--- src/design/nlv_pkg.sv ---
// ----------------------------------------------------------------------------
// nlv_pkg
// Character classes, token type and queue sizing for the literal validator.
// ----------------------------------------------------------------------------
package nlv_pkg;

    typedef logic [2:0] t_cls;

    localparam t_cls CLS_DIGIT = 3'd0;
    localparam t_cls CLS_SPACE = 3'd1;
    localparam t_cls CLS_SIGN  = 3'd2;
    localparam t_cls CLS_POINT = 3'd3;
    localparam t_cls CLS_EXPO  = 3'd4;
    localparam t_cls CLS_OTHER = 3'd5;

    typedef struct packed {
        t_cls cls;
        logic last;
    } t_tok;

    localparam int QUEUE_DEPTH = 2;
    localparam int QPTR_W      = (QUEUE_DEPTH > 1) ? $clog2(QUEUE_DEPTH) : 1;
    localparam int QCNT_W      = $clog2(QUEUE_DEPTH + 1);

endpackage

--- src/design/nlv_if.sv ---
// ----------------------------------------------------------------------------
// nlv_if
// Channels of the literal validator: character requests in, verdicts out.
// ----------------------------------------------------------------------------
interface nlv_sym_if;
    logic       valid;
    logic       ready;
    logic [7:0] symbol;
    logic       is_last;

    modport source (output valid, output symbol, output is_last, input ready);
    modport sink   (input valid, input symbol, input is_last, output ready);
endinterface

interface nlv_res_if;
    logic valid;
    logic ready;
    logic is_valid;

    modport source (output valid, output is_valid, input ready);
    modport sink   (input valid, input is_valid, output ready);
endinterface

--- src/design/nlv_front.sv ---
// ----------------------------------------------------------------------------
// nlv_front
// Accepts character requests and reduces each byte to a character class.
// ----------------------------------------------------------------------------
module nlv_front (
    input  logic          i_valid,
    output logic          o_ready,
    input  logic [7:0]    i_symbol,
    input  logic          i_is_last,
    output logic          o_push,
    output nlv_pkg::t_tok o_tok,
    input  logic          i_q_ready
);

    nlv_pkg::t_cls cls;

    always_comb begin
        if (i_symbol >= 8'h30 && i_symbol <= 8'h39) begin
            cls = nlv_pkg::CLS_DIGIT;
        end else begin
            case (i_symbol)
                8'h20:         cls = nlv_pkg::CLS_SPACE;
                8'h2B, 8'h2D:  cls = nlv_pkg::CLS_SIGN;
                8'h2E:         cls = nlv_pkg::CLS_POINT;
                8'h45, 8'h65:  cls = nlv_pkg::CLS_EXPO;
                default:       cls = nlv_pkg::CLS_OTHER;
            endcase
        end
    end

    assign o_ready    = i_q_ready;
    assign o_push     = i_valid & i_q_ready;
    assign o_tok.cls  = cls;
    assign o_tok.last = i_is_last;

endmodule

--- src/design/nlv_queue.sv ---
// ----------------------------------------------------------------------------
// nlv_queue
// Short token queue between the classifier and the automaton.
// ----------------------------------------------------------------------------
module nlv_queue (
    input  logic          i_clk,
    input  logic          i_rst_n,
    input  logic          i_push,
    input  nlv_pkg::t_tok i_tok,
    output logic          o_ready,
    output logic          o_valid,
    output nlv_pkg::t_tok o_tok,
    input  logic          i_pop
);

    localparam logic [nlv_pkg::QPTR_W-1:0] LAST_IDX = nlv_pkg::QPTR_W'(nlv_pkg::QUEUE_DEPTH - 1);
    localparam logic [nlv_pkg::QCNT_W-1:0] FULL_CNT = nlv_pkg::QCNT_W'(nlv_pkg::QUEUE_DEPTH);

    nlv_pkg::t_tok                r_mem [nlv_pkg::QUEUE_DEPTH];
    logic [nlv_pkg::QPTR_W-1:0]   r_wptr, n_wptr;
    logic [nlv_pkg::QPTR_W-1:0]   r_rptr, n_rptr;
    logic [nlv_pkg::QCNT_W-1:0]   r_cnt, n_cnt;
    logic                         do_push, do_pop;

    assign o_ready = (r_cnt != FULL_CNT);
    assign o_valid = (r_cnt != '0);
    assign o_tok   = r_mem[r_rptr];
    assign do_push = i_push & o_ready;
    assign do_pop  = i_pop & o_valid;

    always_comb begin
        n_wptr = r_wptr;
        n_rptr = r_rptr;
        n_cnt  = r_cnt;
        if (do_push) begin
            n_wptr = (r_wptr == LAST_IDX) ? '0 : r_wptr + 1'b1;
        end
        if (do_pop) begin
            n_rptr = (r_rptr == LAST_IDX) ? '0 : r_rptr + 1'b1;
        end
        if (do_push && !do_pop) begin
            n_cnt = r_cnt + 1'b1;
        end else if (do_pop && !do_push) begin
            n_cnt = r_cnt - 1'b1;
        end
    end

    always_ff @(posedge i_clk) begin
        if (!i_rst_n) begin
            r_wptr <= '0;
            r_rptr <= '0;
            r_cnt  <= '0;
        end else begin
            r_wptr <= n_wptr;
            r_rptr <= n_rptr;
            r_cnt  <= n_cnt;
        end
    end

    always_ff @(posedge i_clk) begin
        if (do_push) begin
            r_mem[r_wptr] <= i_tok;
        end
    end

endmodule

--- src/design/nlv_back.sv ---
// ----------------------------------------------------------------------------
// nlv_back
// Scan automaton, verdict register; one token per cycle, a last may stall.
// ----------------------------------------------------------------------------
module nlv_back (
    input  logic          i_clk,
    input  logic          i_rst_n,
    input  logic          i_valid,
    input  nlv_pkg::t_tok i_tok,
    output logic          o_pop,
    output logic          o_res_valid,
    output logic          o_is_valid,
    input  logic          i_res_ready
);

    localparam logic [3:0] ST_START = 4'd0;
    localparam logic [3:0] ST_SIGN  = 4'd1;
    localparam logic [3:0] ST_INT   = 4'd2;
    localparam logic [3:0] ST_PTD   = 4'd3;
    localparam logic [3:0] ST_PT    = 4'd4;
    localparam logic [3:0] ST_FRAC  = 4'd5;
    localparam logic [3:0] ST_EXP   = 4'd6;
    localparam logic [3:0] ST_ESIGN = 4'd7;
    localparam logic [3:0] ST_EDIG  = 4'd8;
    localparam logic [3:0] ST_TRAIL = 4'd9;
    localparam logic [3:0] ST_ERR   = 4'd10;

    logic [3:0] r_state, n_state;
    logic [3:0] step;
    logic       r_res_valid, n_res_valid;
    logic       r_is_valid, n_is_valid;
    logic       dig, spc, sgn, pnt, exm;
    logic       out_free, accepting;

    assign dig = (i_tok.cls == nlv_pkg::CLS_DIGIT);
    assign spc = (i_tok.cls == nlv_pkg::CLS_SPACE);
    assign sgn = (i_tok.cls == nlv_pkg::CLS_SIGN);
    assign pnt = (i_tok.cls == nlv_pkg::CLS_POINT);
    assign exm = (i_tok.cls == nlv_pkg::CLS_EXPO);

    always_comb begin
        step = ST_ERR;
        case (r_state)
            ST_START: begin
                if (spc)      step = ST_START;
                else if (sgn) step = ST_SIGN;
                else if (dig) step = ST_INT;
                else if (pnt) step = ST_PT;
            end
            ST_SIGN: begin
                if (dig)      step = ST_INT;
                else if (pnt) step = ST_PT;
            end
            ST_INT: begin
                if (dig)      step = ST_INT;
                else if (pnt) step = ST_PTD;
                else if (exm) step = ST_EXP;
                else if (spc) step = ST_TRAIL;
            end
            ST_PTD, ST_FRAC: begin
                if (dig)      step = ST_FRAC;
                else if (exm) step = ST_EXP;
                else if (spc) step = ST_TRAIL;
            end
            ST_PT: begin
                if (dig) step = ST_FRAC;
            end
            ST_EXP: begin
                if (sgn)      step = ST_ESIGN;
                else if (dig) step = ST_EDIG;
            end
            ST_ESIGN: begin
                if (dig) step = ST_EDIG;
            end
            ST_EDIG: begin
                if (dig)      step = ST_EDIG;
                else if (spc) step = ST_TRAIL;
            end
            ST_TRAIL: begin
                if (spc) step = ST_TRAIL;
            end
            default: step = ST_ERR;
        endcase
    end

    assign accepting = (step == ST_INT) || (step == ST_PTD) || (step == ST_FRAC) ||
                       (step == ST_EDIG) || (step == ST_TRAIL);

    // a last token waits only while the verdict register is still held
    assign out_free = !r_res_valid || i_res_ready;
    assign o_pop    = i_valid && (!i_tok.last || out_free);

    always_comb begin
        n_state     = r_state;
        n_res_valid = r_res_valid && !i_res_ready;
        n_is_valid  = r_is_valid;
        if (o_pop) begin
            if (i_tok.last) begin
                n_state     = ST_START;
                n_res_valid = 1'b1;
                n_is_valid  = accepting;
            end else begin
                n_state = step;
            end
        end
    end

    always_ff @(posedge i_clk) begin
        if (!i_rst_n) begin
            r_state     <= ST_START;
            r_res_valid <= 1'b0;
        end else begin
            r_state     <= n_state;
            r_res_valid <= n_res_valid;
        end
    end

    always_ff @(posedge i_clk) begin
        r_is_valid <= n_is_valid;
    end

    assign o_res_valid = r_res_valid;
    assign o_is_valid  = r_is_valid;

endmodule

--- src/design/numeric_literal_validator.sv ---
// ----------------------------------------------------------------------------
// numeric_literal_validator
// Checks strings, one character per request, for being a numeric literal.
//
//   channel  dir  payload           transfers
//   i_sym    in   symbol, is_last   one character per request
//   o_res    out  is_valid          one verdict per string, on its last char
//
// Up to one character per clock. A character is classified on acceptance,
// written into the queue, and stepped through the automaton when popped; a
// verdict is registered when its last character is popped from the queue.
// A held verdict stalls only the automaton; the two-entry queue keeps taking
// characters until it fills, then i_sym.ready drops.
// Synchronous active-low reset empties the queue and returns to the start state.
// ----------------------------------------------------------------------------
module numeric_literal_validator (
    input  logic            i_clk,
    input  logic            i_rst_n,
    nlv_sym_if.sink         i_sym,
    nlv_res_if.source       o_res
);

    logic          push, q_ready, q_valid, pop;
    nlv_pkg::t_tok push_tok, head_tok;

    nlv_front u_front (
        .i_valid   (i_sym.valid),
        .o_ready   (i_sym.ready),
        .i_symbol  (i_sym.symbol),
        .i_is_last (i_sym.is_last),
        .o_push    (push),
        .o_tok     (push_tok),
        .i_q_ready (q_ready)
    );

    nlv_queue u_queue (
        .i_clk   (i_clk),
        .i_rst_n (i_rst_n),
        .i_push  (push),
        .i_tok   (push_tok),
        .o_ready (q_ready),
        .o_valid (q_valid),
        .o_tok   (head_tok),
        .i_pop   (pop)
    );

    nlv_back u_back (
        .i_clk       (i_clk),
        .i_rst_n     (i_rst_n),
        .i_valid     (q_valid),
        .i_tok       (head_tok),
        .o_pop       (pop),
        .o_res_valid (o_res.valid),
        .o_is_valid  (o_res.is_valid),
        .i_res_ready (o_res.ready)
    );

endmodule

--- src/flat_wrapper.sv ---
// flat-port wrapper written by rule: the top's interface ports become plain ports
module numeric_literal_validator_flat 
  (i_clk, i_rst_n, i_sym_valid, i_sym_symbol, i_sym_is_last, i_sym_ready, o_res_valid, o_res_is_valid, o_res_ready);
  nlv_sym_if i_sym_i ();
  nlv_res_if o_res_i ();
  input  logic i_clk;
  input  logic i_rst_n;
  input wire logic [$bits(i_sym_i.valid)-1:0] i_sym_valid;
  input wire logic [$bits(i_sym_i.symbol)-1:0] i_sym_symbol;
  input wire logic [$bits(i_sym_i.is_last)-1:0] i_sym_is_last;
  output wire logic [$bits(i_sym_i.ready)-1:0] i_sym_ready;
  output wire logic [$bits(o_res_i.valid)-1:0] o_res_valid;
  output wire logic [$bits(o_res_i.is_valid)-1:0] o_res_is_valid;
  input wire logic [$bits(o_res_i.ready)-1:0] o_res_ready;
  assign i_sym_i.valid = i_sym_valid;
  assign i_sym_i.symbol = i_sym_symbol;
  assign i_sym_i.is_last = i_sym_is_last;
  assign i_sym_ready = i_sym_i.ready;
  assign o_res_valid = o_res_i.valid;
  assign o_res_is_valid = o_res_i.is_valid;
  assign o_res_i.ready = o_res_ready;
  numeric_literal_validator u_core (.i_clk(i_clk), .i_rst_n(i_rst_n), .i_sym(i_sym_i), .o_res(o_res_i));
endmodule
--- config.mk ---
export PLATFORM = sky130hd
export DESIGN_NAME = numeric_literal_validator_flat
export DESIGN_NICKNAME = d
export VERILOG_FILES = /design/src/design/nlv_pkg.sv /design/src/design/nlv_if.sv /design/src/design/nlv_front.sv /design/src/design/nlv_queue.sv /design/src/design/nlv_back.sv /design/src/design/numeric_literal_validator.sv /design/src/flat_wrapper.sv
export SDC_FILE = /design/constraint.sdc
export NUM_CORES = 1
export LEC_CHECK = 0
export BUFFER_PORTS_ARGS = -buffer_cell sky130_fd_sc_hd__buf_4
export CORE_MARGIN = 2
export CORE_UTILIZATION = 30
export CTS_BUF_LIST = sky130_fd_sc_hd__clkbuf_4 sky130_fd_sc_hd__clkbuf_8 sky130_fd_sc_hd__clkbuf_16
export DETAILED_ROUTE_END_ITERATION = 16
export GPL_ROUTABILITY_DRIVEN = 0
export HOLD_SLACK_MARGIN = 0.05
export PLACE_DENSITY_LB_ADDON = 0.08
export SYNTH_ARGS = -nofsm -noshare
export SYNTH_HDL_FRONTEND = slang
export SYNTH_SLANG_ARGS = --single-unit
--- constraint.sdc ---
create_clock -name i_clk -period 2.9 [get_ports i_clk]
set_clock_uncertainty 0.2 [all_clocks]
set_input_delay 0.58 -clock i_clk [delete_from_list [all_inputs] [get_ports i_clk]]
set_output_delay 0.58 -clock i_clk [all_outputs]
set_load 0.05 [all_outputs]
# --- Word level (Yosys, flattened, before mapping) ---
# Memories as Yosys holds them, arrays and structs flattened. A register that Yosys moved wholly into a read port is not among the register bits.
# Index checks and enable logic that the tools add are counted.
op_classes:
  add_sub_neg: 4
  n_eq_ne: 25
  muxes: 27
  bitwise_logic: 3
  order_cmp: 2
  n_reduce_logical: 24
op_table:
  columns: ["op", "count"]
  rows:
  - ["4-bit two-way mux", 12]
  - ["4-bit one-hot mux with 9 select lines", 1]
  - ["8-bit by 6-bit equality test with 1-bit output, second input constant", 4]
  - ["4-bit by 3-bit equality test with 1-bit output, second input constant", 5]
  - ["4-bit by 2-bit equality test with 1-bit output, second input constant", 4]
  - ["4-bit equality test, second input constant", 4]
  - ["8-bit by 7-bit equality test with 1-bit output, second input constant", 2]
  - ["3-bit one-hot mux with 4 select lines", 1]
  - ["8-bit by 6-bit >= comparator with 1-bit output, second input constant", 1]
  - ["8-bit by 6-bit <= comparator with 1-bit output, second input constant", 1]
  - ["1-bit two-way mux", 8]
  - ["2-bit two-way mux", 4]
  - ["3-bit by 2-bit equality test with 1-bit output, second input constant", 2]
  - ["1-bit logical OR", 6]
  - ["2-bit OR reduction", 3]
  - ["1-bit logical AND", 5]
  - ["1-bit logical NOT", 5]
  - ["4-bit by 1-bit equality test with 1-bit output, second input constant", 1]
  - ["4-bit logical NOT", 1]
  - ["2-bit nonzero test", 2]
  - ["1-bit bitwise AND", 3]
  - ["3-bit by 1-bit equality test with 1-bit output, second input constant", 1]
  - ["3-bit equality test, second input constant", 1]
  - ["3-bit logical NOT", 1]
  - ["6 further kinds", 7]
word_totals:
  mem_bits_rw: 8
  regBits: 10
  input_bits: 13
  mem_count: 1
  elab_cells: 92
  output_inout_bits: 3
mem_list:
  columns: ["name", "words", "width", "rd", "rd_ports_with_merged_regs", "wr", "line", "source"]
  rows:
  - ["u_core.u_queue.r_mem", 2, 4, 1, 1, 1, "nlv_queue.sv:19", "nlv_pkg::t_tok r_mem [nlv_pkg::QUEUE_DEPTH];"]

# --- Logic depth before layout (Yosys ltp) ---
# Gate-level depths: netlist of run 1.
logic_depth:
  ltp_word: 11
  mapped_depth: 8
  ltp_nobuf: 7

# --- Cells and area by module ---
# From an unflattened synthesis of run 1, not the netlist that was laid out.
hier_totals:
  cells_unflattened: 141
  area_unflattened_um2: 1332.5
modules_own_cells:
  columns: ["module", "area_each_um2", "cells_each", "instances", "seq_area_each_um2"]
  rows:
  - ["nlv_back", 648.1, 83, 1, 130.1]
  - ["nlv_queue", 528.0, 36, 1, 340.3]
  - ["nlv_front", 156.4, 22, 1, 0.0]

# --- Least setup slack after synthesis of run 1 ---
# OpenSTA, ideal clock, no wires.
synth_path:
  path_type: "register to register"
  from: "register u_core.u_back.r_res_valid, in the netlist u_core.u_back.o_res_valid"
  to: "register u_core.u_queue.r_cnt[1] (netlist bit)"
  synth_period_minus_slack_ns: 2.211
  required_time_ns: 2.624
  setup_ns: 0.076
  path_buffers: 0
  arrival_time_ns: 1.935
  stages_incl_launch_ff: 7
  path_slack_ns: 0.689
  cell_sequence: "dfxtp_1 -> nor2b_1 -> o21bai_1 -> and2_1 -> ha_1 -> or3_1 -> a21boi_0"
synth_via:
  elab_chain_cells: 8
  elab_cells_between_ends: 10
  cone_classes: "mux: 1; bitwise: 1; reduce/logical: 8"
synth_lines:
  columns: ["element", "line", "source"]
  rows:
  - ["start, declared", "nlv_back.sv:30", "logic r_res_valid, n_res_valid;"]
  - ["start signal, assigned", "nlv_back.sv:114", "r_res_valid <= n_res_valid;"]
  - ["1-bit logical NOT (*)", "nlv_back.sv:90", "assign out_free = !r_res_valid || i_res_ready;"]
  - ["1-bit logical OR (*)", "nlv_back.sv:90", null]
  - ["1-bit logical OR (*)", "nlv_back.sv:91", "assign o_pop = i_valid && (!i_tok.last || out_free);"]
  - ["1-bit logical AND (*)", "nlv_back.sv:91", null]
  - ["1-bit bitwise AND (*)", "nlv_queue.sv:29", "assign do_pop = i_pop & o_valid;"]
  - ["1-bit logical NOT", "nlv_queue.sv:41", "if (do_push && !do_pop) begin"]
  - ["1-bit logical AND", "nlv_queue.sv:41", null]
  - ["2-bit two-way mux / 2-bit nonzero test (equally long branches)", null, null]
  - ["end signal, assigned", "nlv_queue.sv:56", "r_cnt <= n_cnt;"]
  - ["end, declared", "nlv_queue.sv:22", "logic [nlv_pkg::QCNT_W-1:0] r_cnt, n_cnt;"]
# Mark *: on every way between the ends. The rest lies on a longest branch, timed or not.
# A chain may end at the register's enable or synchronous reset.

==> results of run 1 <==
[cells by family after synthesis]
group | count (synthesis) | share of synthesized area
adders and majority gates | 1 | 0.00895
and+or+nand+nor | 64 | 0.269
AOI/OAI and AO/OA | 48 | 0.273
buffers and inverters | 14 | 0.0448
muxes | 4 | 0.0304
DFF | 19 | 0.337
xor gates and xnor gates | 6 | 0.0376
[path summary, 6_finish.rpt]
check	startpoint	end	slack [ns]	cells after the start
worst max-delay path	register	u_core.u_back.o_is_valid	0.46	6
worst min-delay path	i_sym_is_last	u_core.u_queue.r_mem[0][0]	0.32	1
worst max register to register	register	u_core.u_back.o_is_valid	0.46	6
worst min register to register	u_core.u_queue.r_cnt[1]	u_core.u_queue.r_cnt[1]	0.35	2
[synthesized netlist by cell type (4+ instances only)]
library cell / instances
sky130_fd_sc_hd__a21oi_1: 7
sky130_fd_sc_hd__and2_1: 8
sky130_fd_sc_hd__clkbuf_1: 4
sky130_fd_sc_hd__dfxtp_1: 10
sky130_fd_sc_hd__edfxtp_1: 9
sky130_fd_sc_hd__inv_1: 6
sky130_fd_sc_hd__nand2_1: 6
sky130_fd_sc_hd__nand2b_1: 7
sky130_fd_sc_hd__nand3_1: 5
sky130_fd_sc_hd__nor2_1: 13
sky130_fd_sc_hd__nor3_1: 7
sky130_fd_sc_hd__o21ai_0: 6
sky130_fd_sc_hd__xnor2_1: 4
[sequential cells by signal, summed over array words and instances (netlist names), named ones only]
| name | cells |
|---|---|
| u_core.u_back.o_is_valid | 1 |
| u_core.u_back.o_res_valid | 1 |
| u_core.u_back.r_state | 4 |
| u_core.u_queue.r_cnt | 2 |
| u_core.u_queue.r_mem | 8 |
| u_core.u_queue.r_rptr | 1 |
| u_core.u_queue.r_wptr | 1 |
[power groups by stage]
stage / combinational (uW) / clock (uW) / sequential [uW]
after detailed placement: 553 / 0 / 450
after CTS: 556 / 192 / 444
after floorplan: 451 / 0 / 427
after global routing: 618 / 201 / 454
final: 549 / 184 / 445
after global placement: 544 / 0 / 447
[final cells by class]
| cell class | count | area [um2] |
|---|---|---|
| inverter | 7 | 26.3 |
| timing repair buffer | 15 | 113 |
| multi-input combinational | 123 | 865 |
| fill | 464 | 2830 |
| sequential | 19 | 470 |
| tap | 52 | 65.1 |
| clock buffer | 4 | 48.8 |
[per-stage QoR]
stage	instances	hold slack, ns	setup slack (ns)
after floorplan	156	0.304	0.689
after global placement	216	0.338	0.519
after detailed placement	216	0.344	0.452
after CTS	220	0.311	0.447
after global routing	220	0.316	0.215
final	220	0.318	0.459
[worst reg2reg max path, stage by stage, from the launching register on]
cell	delay [ns]
sky130_fd_sc_hd__dfxtp_1	0.65
sky130_fd_sc_hd__mux2_2	0.48
sky130_fd_sc_hd__inv_1	0.07
sky130_fd_sc_hd__a211oi_1	0.08
sky130_fd_sc_hd__o31ai_2	0.43
sky130_fd_sc_hd__o2111a_1	0.25
sky130_fd_sc_hd__nor2_1	0.05
[layer usage]
metal  GRT usage  routed length [um]  up-vias
met5           0                   0        -
met2       0.219                1560       17
met1       0.169                1520      583
met4      0.0377                  36        0
li1            -                   -      606
met3      0.0167                  65        4
==> results summary, run 1 <==
The maximum clock frequency came out at 0.410 GHz. The count of cells resized by post-cts repair is 0. In this run the deepest clock path goes through 2 buffers.

For this run, the share of the core covered by cells in the final layout is 0.360. The post-route antenna net violation count came out at 0. The global-route congestion overflow total came out at 0. The cell area that synthesis handed to floorplanning was 1400 um2. The starting utilization of the core area is 0.317. The kind of end point of the critical path is a register. The number of global-route vias before repair is 1168.

The floorplan core area is roughly 4400 um2. The detailed placement HPWL came out at 2500 um. Among cell families on the critical path, the largest total delay comes from compound AO/OA/AOI/OAI gates. In the finished design, the share of the clock period the worst path needs comes to 0.842. In this run the vertical extent of the chip is a little over 70 um. The detailed-route wire length per cell came out at 14.4 um. The switching share of power is 0.399.

The largest net degree at the start of global routing is 17. The combinational fraction of design power came out at 0.466. The maximum fanout along the worst path is 15.

Ranked by total cell area, the synthesized netlist is headed by sky130_fd_sc_hd__edfxtp_1 (19%), sky130_fd_sc_hd__dfxtp_1 (14%), sky130_fd_sc_hd__and2_1 (3.6%). The sequential share of power is 0.377. The number of CTS-inserted buffers came out at 3. In the routed layout, each cell is associated on average with a via count of 5.50. The first global-routing pass estimated about 5400 um of wire.

For this design, the CTS-stage hold fixing added 0 buffers. The number of hold violations in the final report came out at 0. The final total power came out at approximately 1200 uW. TritonCTS built the clock tree.

The element type at the critical path start is a register. The number of buffers and inverters on the critical path is 1. The async set-or-reset flop fraction in the synthesized netlist is 0.

The final layout net count came out at 183. The required time at the worst-slack endpoint came out at 2.70 ns. The number of optimization iterations in the first detailed-route pass is 4. Clock tree synthesis found a total of 19 sinks. The most common library cell in the layout ignoring fill and taps is sky130_fd_sc_hd__buf_4. The cell sitting at the root of the clock tree is a sky130_fd_sc_hd__clkbuf_8. Each instance of the synthesized netlist takes up on average 8.96 um2. The count of standard-cell rows is 24. The area of the die is 5220 um2. The number of port buffers came out at 15.

For this design the total switching power over the nets is 470 uW. The post-layout minimum cycle time came out at 2.44 ns. Setup repair after global routing left no endpoint under its margin. The static leakage came out at 0.000584 uW. The area share of the largest cell type after synthesis is 0.193. The net count of the mapped netlist is 170. The overall routing resource usage came out at 0.128. The flow ran to the end, and the final reports show no timing, DRC or antenna violations. The pin slew with the least headroom to its limit came out at about 0.6 ns.

Of the synthesized area, sequential elements account for 0.337. The critical path in this run is classified as reg -> reg. Measured along the x axis, the die boundary spans 72.3 um. The portion of total power attributed to the clock network is 0.156. The clock-pin slew on the worst setup and hold paths came out at 0.07 ns.

The number of synthesized register bits came out at 19. The finished cells cover between 1500 and 2000 um2. Dividing total power by cell area gives a power density of 742 nW/um2.

The number of inserted diodes is 0. The initial antenna violation count is 0. The signal on the critical path passes through mux2_2, inv_1, a211oi_1, o31ai_2, o2111a_1, nor2_1. The worst hold path belongs to the class in -> reg.

The total number of vias is 1210. The worst vdd rail ir drop came out at 0.000350 V. The internal portion of the total power is 708 uW. Max-cap violations in this run came to 0.

The number of DRC violations after detailed-routing iteration 0 came out at 47. The clock latency of the later-clocked register in the worst-skew pair is around 0.25 ns. For this run, the number of Yosys warnings is 0.

The largest total area in the synthesized netlist belongs to sky130_fd_sc_hd__edfxtp_1. Once the clock tree was built, the setup fixing pass inserted 0 buffers. The detailed-route wire length is 3180 um.

In this run the cell area measured after placement is 1540 um2. The share of layout cells above drive strength 1 came out at 0.220. Data arrives at the worst endpoint at 2.25 ns.

The worst-case headroom to the max-slew limit is 0.597. The distinct cell type count after synthesis came out at 53. In this design, the stage delay of the slowest critical-path cell is ~0.65 ns. The number of pins exceeding their max-slew limit in the final report is 0.

The final-layout setup total negative slack came out at 0 ns. The DRC violation count after routing is 0. The top-level port count is 16.

The largest individual stage delay along the critical path comes from the cell sky130_fd_sc_hd__dfxtp_1. The synthesized instance count came out at approximately 160. The top flip-flop cell by instance count after synthesis is sky130_fd_sc_hd__dfxtp_1. The H-tree depth reported by CTS came out at 1. Leaving out fill and tap cells, the most frequent cells in the layout are sky130_fd_sc_hd__buf_4 (15), sky130_fd_sc_hd__nor2_1 (13), sky130_fd_sc_hd__dfxtp_1 (10), sky130_fd_sc_hd__edfxtp_1 (9), sky130_fd_sc_hd__and2_1 (8).

The number of synthesized flops with an enable pin is 9. The total of endpoints with negative setup slack in the final report came out at 0. The area growth from synthesis to layout is 13.6%.
No activity file was read; power rests on OpenSTA's default activity.
==> run 2, diff against run 1 <==
- clock period: 2.9 -> 2 ns (I/O delays scaled with it)
==> results summary, run 2 (synthesis results as in run 1) <==
The flow ran to the end, but the final reports show violations. The checks that failed: negative setup slack. Across all hold checks on the routed design, the worst slack comes to between 0.1 and 0.15 ns.

For this run the aggregate overflow at the end of global routing stands at 0. CTS built an H-tree with a depth of 1. Setup repair after global routing could not meet its margin everywhere.

The total of endpoints with negative setup slack in the final report is 2. The worst-case headroom to the max-slew limit is 0.687. For the worst-skew pair, the clock arrives at the later sink with an insertion delay of around 0.25 ns. The worst setup path is launched from a register. The number of port buffers came out at 15. The post-route antenna net violation count came out at 0.

The number of global-route vias before repair is 1367. After routing the design area is 1920 um2. After detailed routing, the number of remaining DRC violations is 0.

The largest net degree at the start of global routing came out at 13. The total number of vias came out at roughly 1300. The critical path data arrival time came out at 1.90 ns. For the pin with the worst max-slew slack, the measured transition is 0.463 ns. The number of pins exceeding their max-slew limit in the final report came out at 0. More flip-flops sit in one register than any other, and that register is u_core.u_queue.r_mem. The maximum cell stage delay along the critical path is roughly 0.42 ns. The number of inserted diodes came out at 0. The tree is rooted in a sky130_fd_sc_hd__clkbuf_8. The share of layout cells above drive strength 1 came out at 0.408. The worst-case setup slack after placement came out at -0.212 ns. Along the worst path, the maximum fanout reaches 9. The class of the most critical setup path is reg -> reg.

The number of CTS-inserted buffers came out at 3. For this configuration, the core starts out at a cell density of 0.317. The die extent in y is 72.3 um. The required time at the worst-slack endpoint came out at 1.81 ns. The slack of the critical path came out at -0.0906 ns. Across the VDD grid, the largest voltage drop is approximately 0.00067 V.

Power spread over the standard cell area amounts to 1080 nW/um2. The flip-flop count of the largest register after layout is 8. After detailed routing, the total wire length is 3500 um. Dividing the final minimum period by the clock period gives 1.05. The count of max-cap constraint violations is 0.

The count of filler cells inserted in the layout came out at 451. The routed length on met1 came out at around 1600 um. The largest registers in the layout are u_core.u_queue.r_mem (8), u_core.u_back.r_state (4), u_core.u_queue.r_cnt (2). In this run the register-to-register setup slack is -0.09 ns. The initial antenna violation count is 0. The number of vias per cell came out at 5.43. The library cells used most frequently in the layout, excluding fill and tap cells, are sky130_fd_sc_hd__buf_4 (43), sky130_fd_sc_hd__nor2_1 (13), sky130_fd_sc_hd__edfxtp_1 (9), sky130_fd_sc_hd__and2_1 (7), sky130_fd_sc_hd__dfxtp_1 (7). The final layout net count is 211. The uppermost signal routing layer after detailed routing is met4.

Leaving out fill and tap cells, the most frequent cell in the layout is sky130_fd_sc_hd__buf_4. The area growth from synthesis to layout came out at 37.1%. In this run the horizontal extent of the chip is 72.3 um. The floorplan core area is about 4400 um2. The top-level port count came out at 16.

Static timing analysis puts the maximum clock frequency at around 0.48 GHz. The worst hold path class is in -> reg. The global-route wire length before repair came out at 5890 um. Clock tree synthesis found a total of 19 sinks.

The static leakage is 0.000751 uW. Once placement finished, the instance area stood at 1740 um2. The clock-pin slew on the worst setup and hold paths came out at about 0.070 ns. The floorplan step defined a die boundary enclosing about 5200 um2. The met2 routed wirelength is approximately 1700 um.

The worst-case clock buffer depth came out at 2. The overall routing resource usage came out at 0.140. The detailed placement HPWL is about 2600 um.

The number of DRC violations after detailed-routing iteration 0 is 62. The post-layout minimum cycle time is 2.09 ns. The number of hold violations in the final report is 0. The detailed-route wire length per cell came out at 14.1 um. The initialized floorplan defines 24 standard-cell rows. The number of optimization iterations in the first detailed-route pass came out at 4.

STA classifies the critical path endpoint as a register. The slowest stage of the critical path belongs to the cell sky130_fd_sc_hd__dfxtp_4. Summed over all nets, wire length on met3 after detailed routing comes to between 100 and 150 um.

Overall power consumption after layout is estimated at 2070 uW. The signal on the critical path passes through mux2_4, o21bai_4, a311oi_2, o221a_2, o2111a_1, nor2_1. TritonCTS built the clock tree.

The number of hold buffers added after CTS was 0.
==> run 2: worst paths after layout <==
check        cells after the start                          to                     from
max reg2reg                      6    u_core.u_back.o_is_valid                 register
max                              6    u_core.u_back.o_is_valid                 register
min                              1  u_core.u_queue.r_mem[1][0]            i_sym_is_last
min reg2reg                      2     u_core.u_queue.r_cnt[1]  u_core.u_queue.r_cnt[1]
==> run 2: layout make-up <==
class                           instances  area, um2  share of cell area
Clock buffer                            4       48.8              0.0255
Sequential cell                        19        477               0.249
Inverter                                7       26.3              0.0137
Tap cell                               52       65.1              0.0340
Multi-Input combinational cell        123        976               0.509
Timing Repair Buffer                   43        323               0.169
==> run 2: timing repair <==
action / in CTS / in global routing
endpoints found under the setup margin: 5 / 5
gates resized for setup: 9 / 9
pin swaps: 2 / 1
endpoints found under the hold margin: 0 / 0
buffers inserted: 5 / 0
==> run 2: critical path: cells and delay by family, from the launching register on <==
kind             cells  cell delay (ns)
flip-flops           1             0.42
multiplexers         1             0.34
AND/OR/NAND/NOR      1             0.04
AO/OA/AOI/OAI        4             0.84
==> run 2: where the power goes <==
part | internal, uW | total, uW | switching (uW)
Sequential | 508 | 630 | 121
Clock | 155 | 276 | 121
Combinational | 614 | 1160 | 551
Total | 1280 | 2070 | 793
==> run 2: per-stage QoR <==
| step | cells | setup TNS, ns | util |
|---|---|---|---|
| 3_3_place_gp | 239 | -0.224 | 0.394 |
| 5_1_grt | 248 | -0.272 | 0.434 |
| 3_5_place_dp | 239 | -0.407 | 0.394 |
| 4_1_cts | 248 | -0.0875 | 0.426 |
| 2_1_floorplan | 156 | -0.0101 | - |
| 6_report | 248 | -0.106 | 0.434 |
==> run 2: routing by layer <==
metal | up-vias | GRT usage
met2 | 30 | 0.240
li1 | 664 | -
met5 | - | 0
met4 | 0 | 0.0524
met3 | 6 | 0.0222
met1 | 646 | 0.176
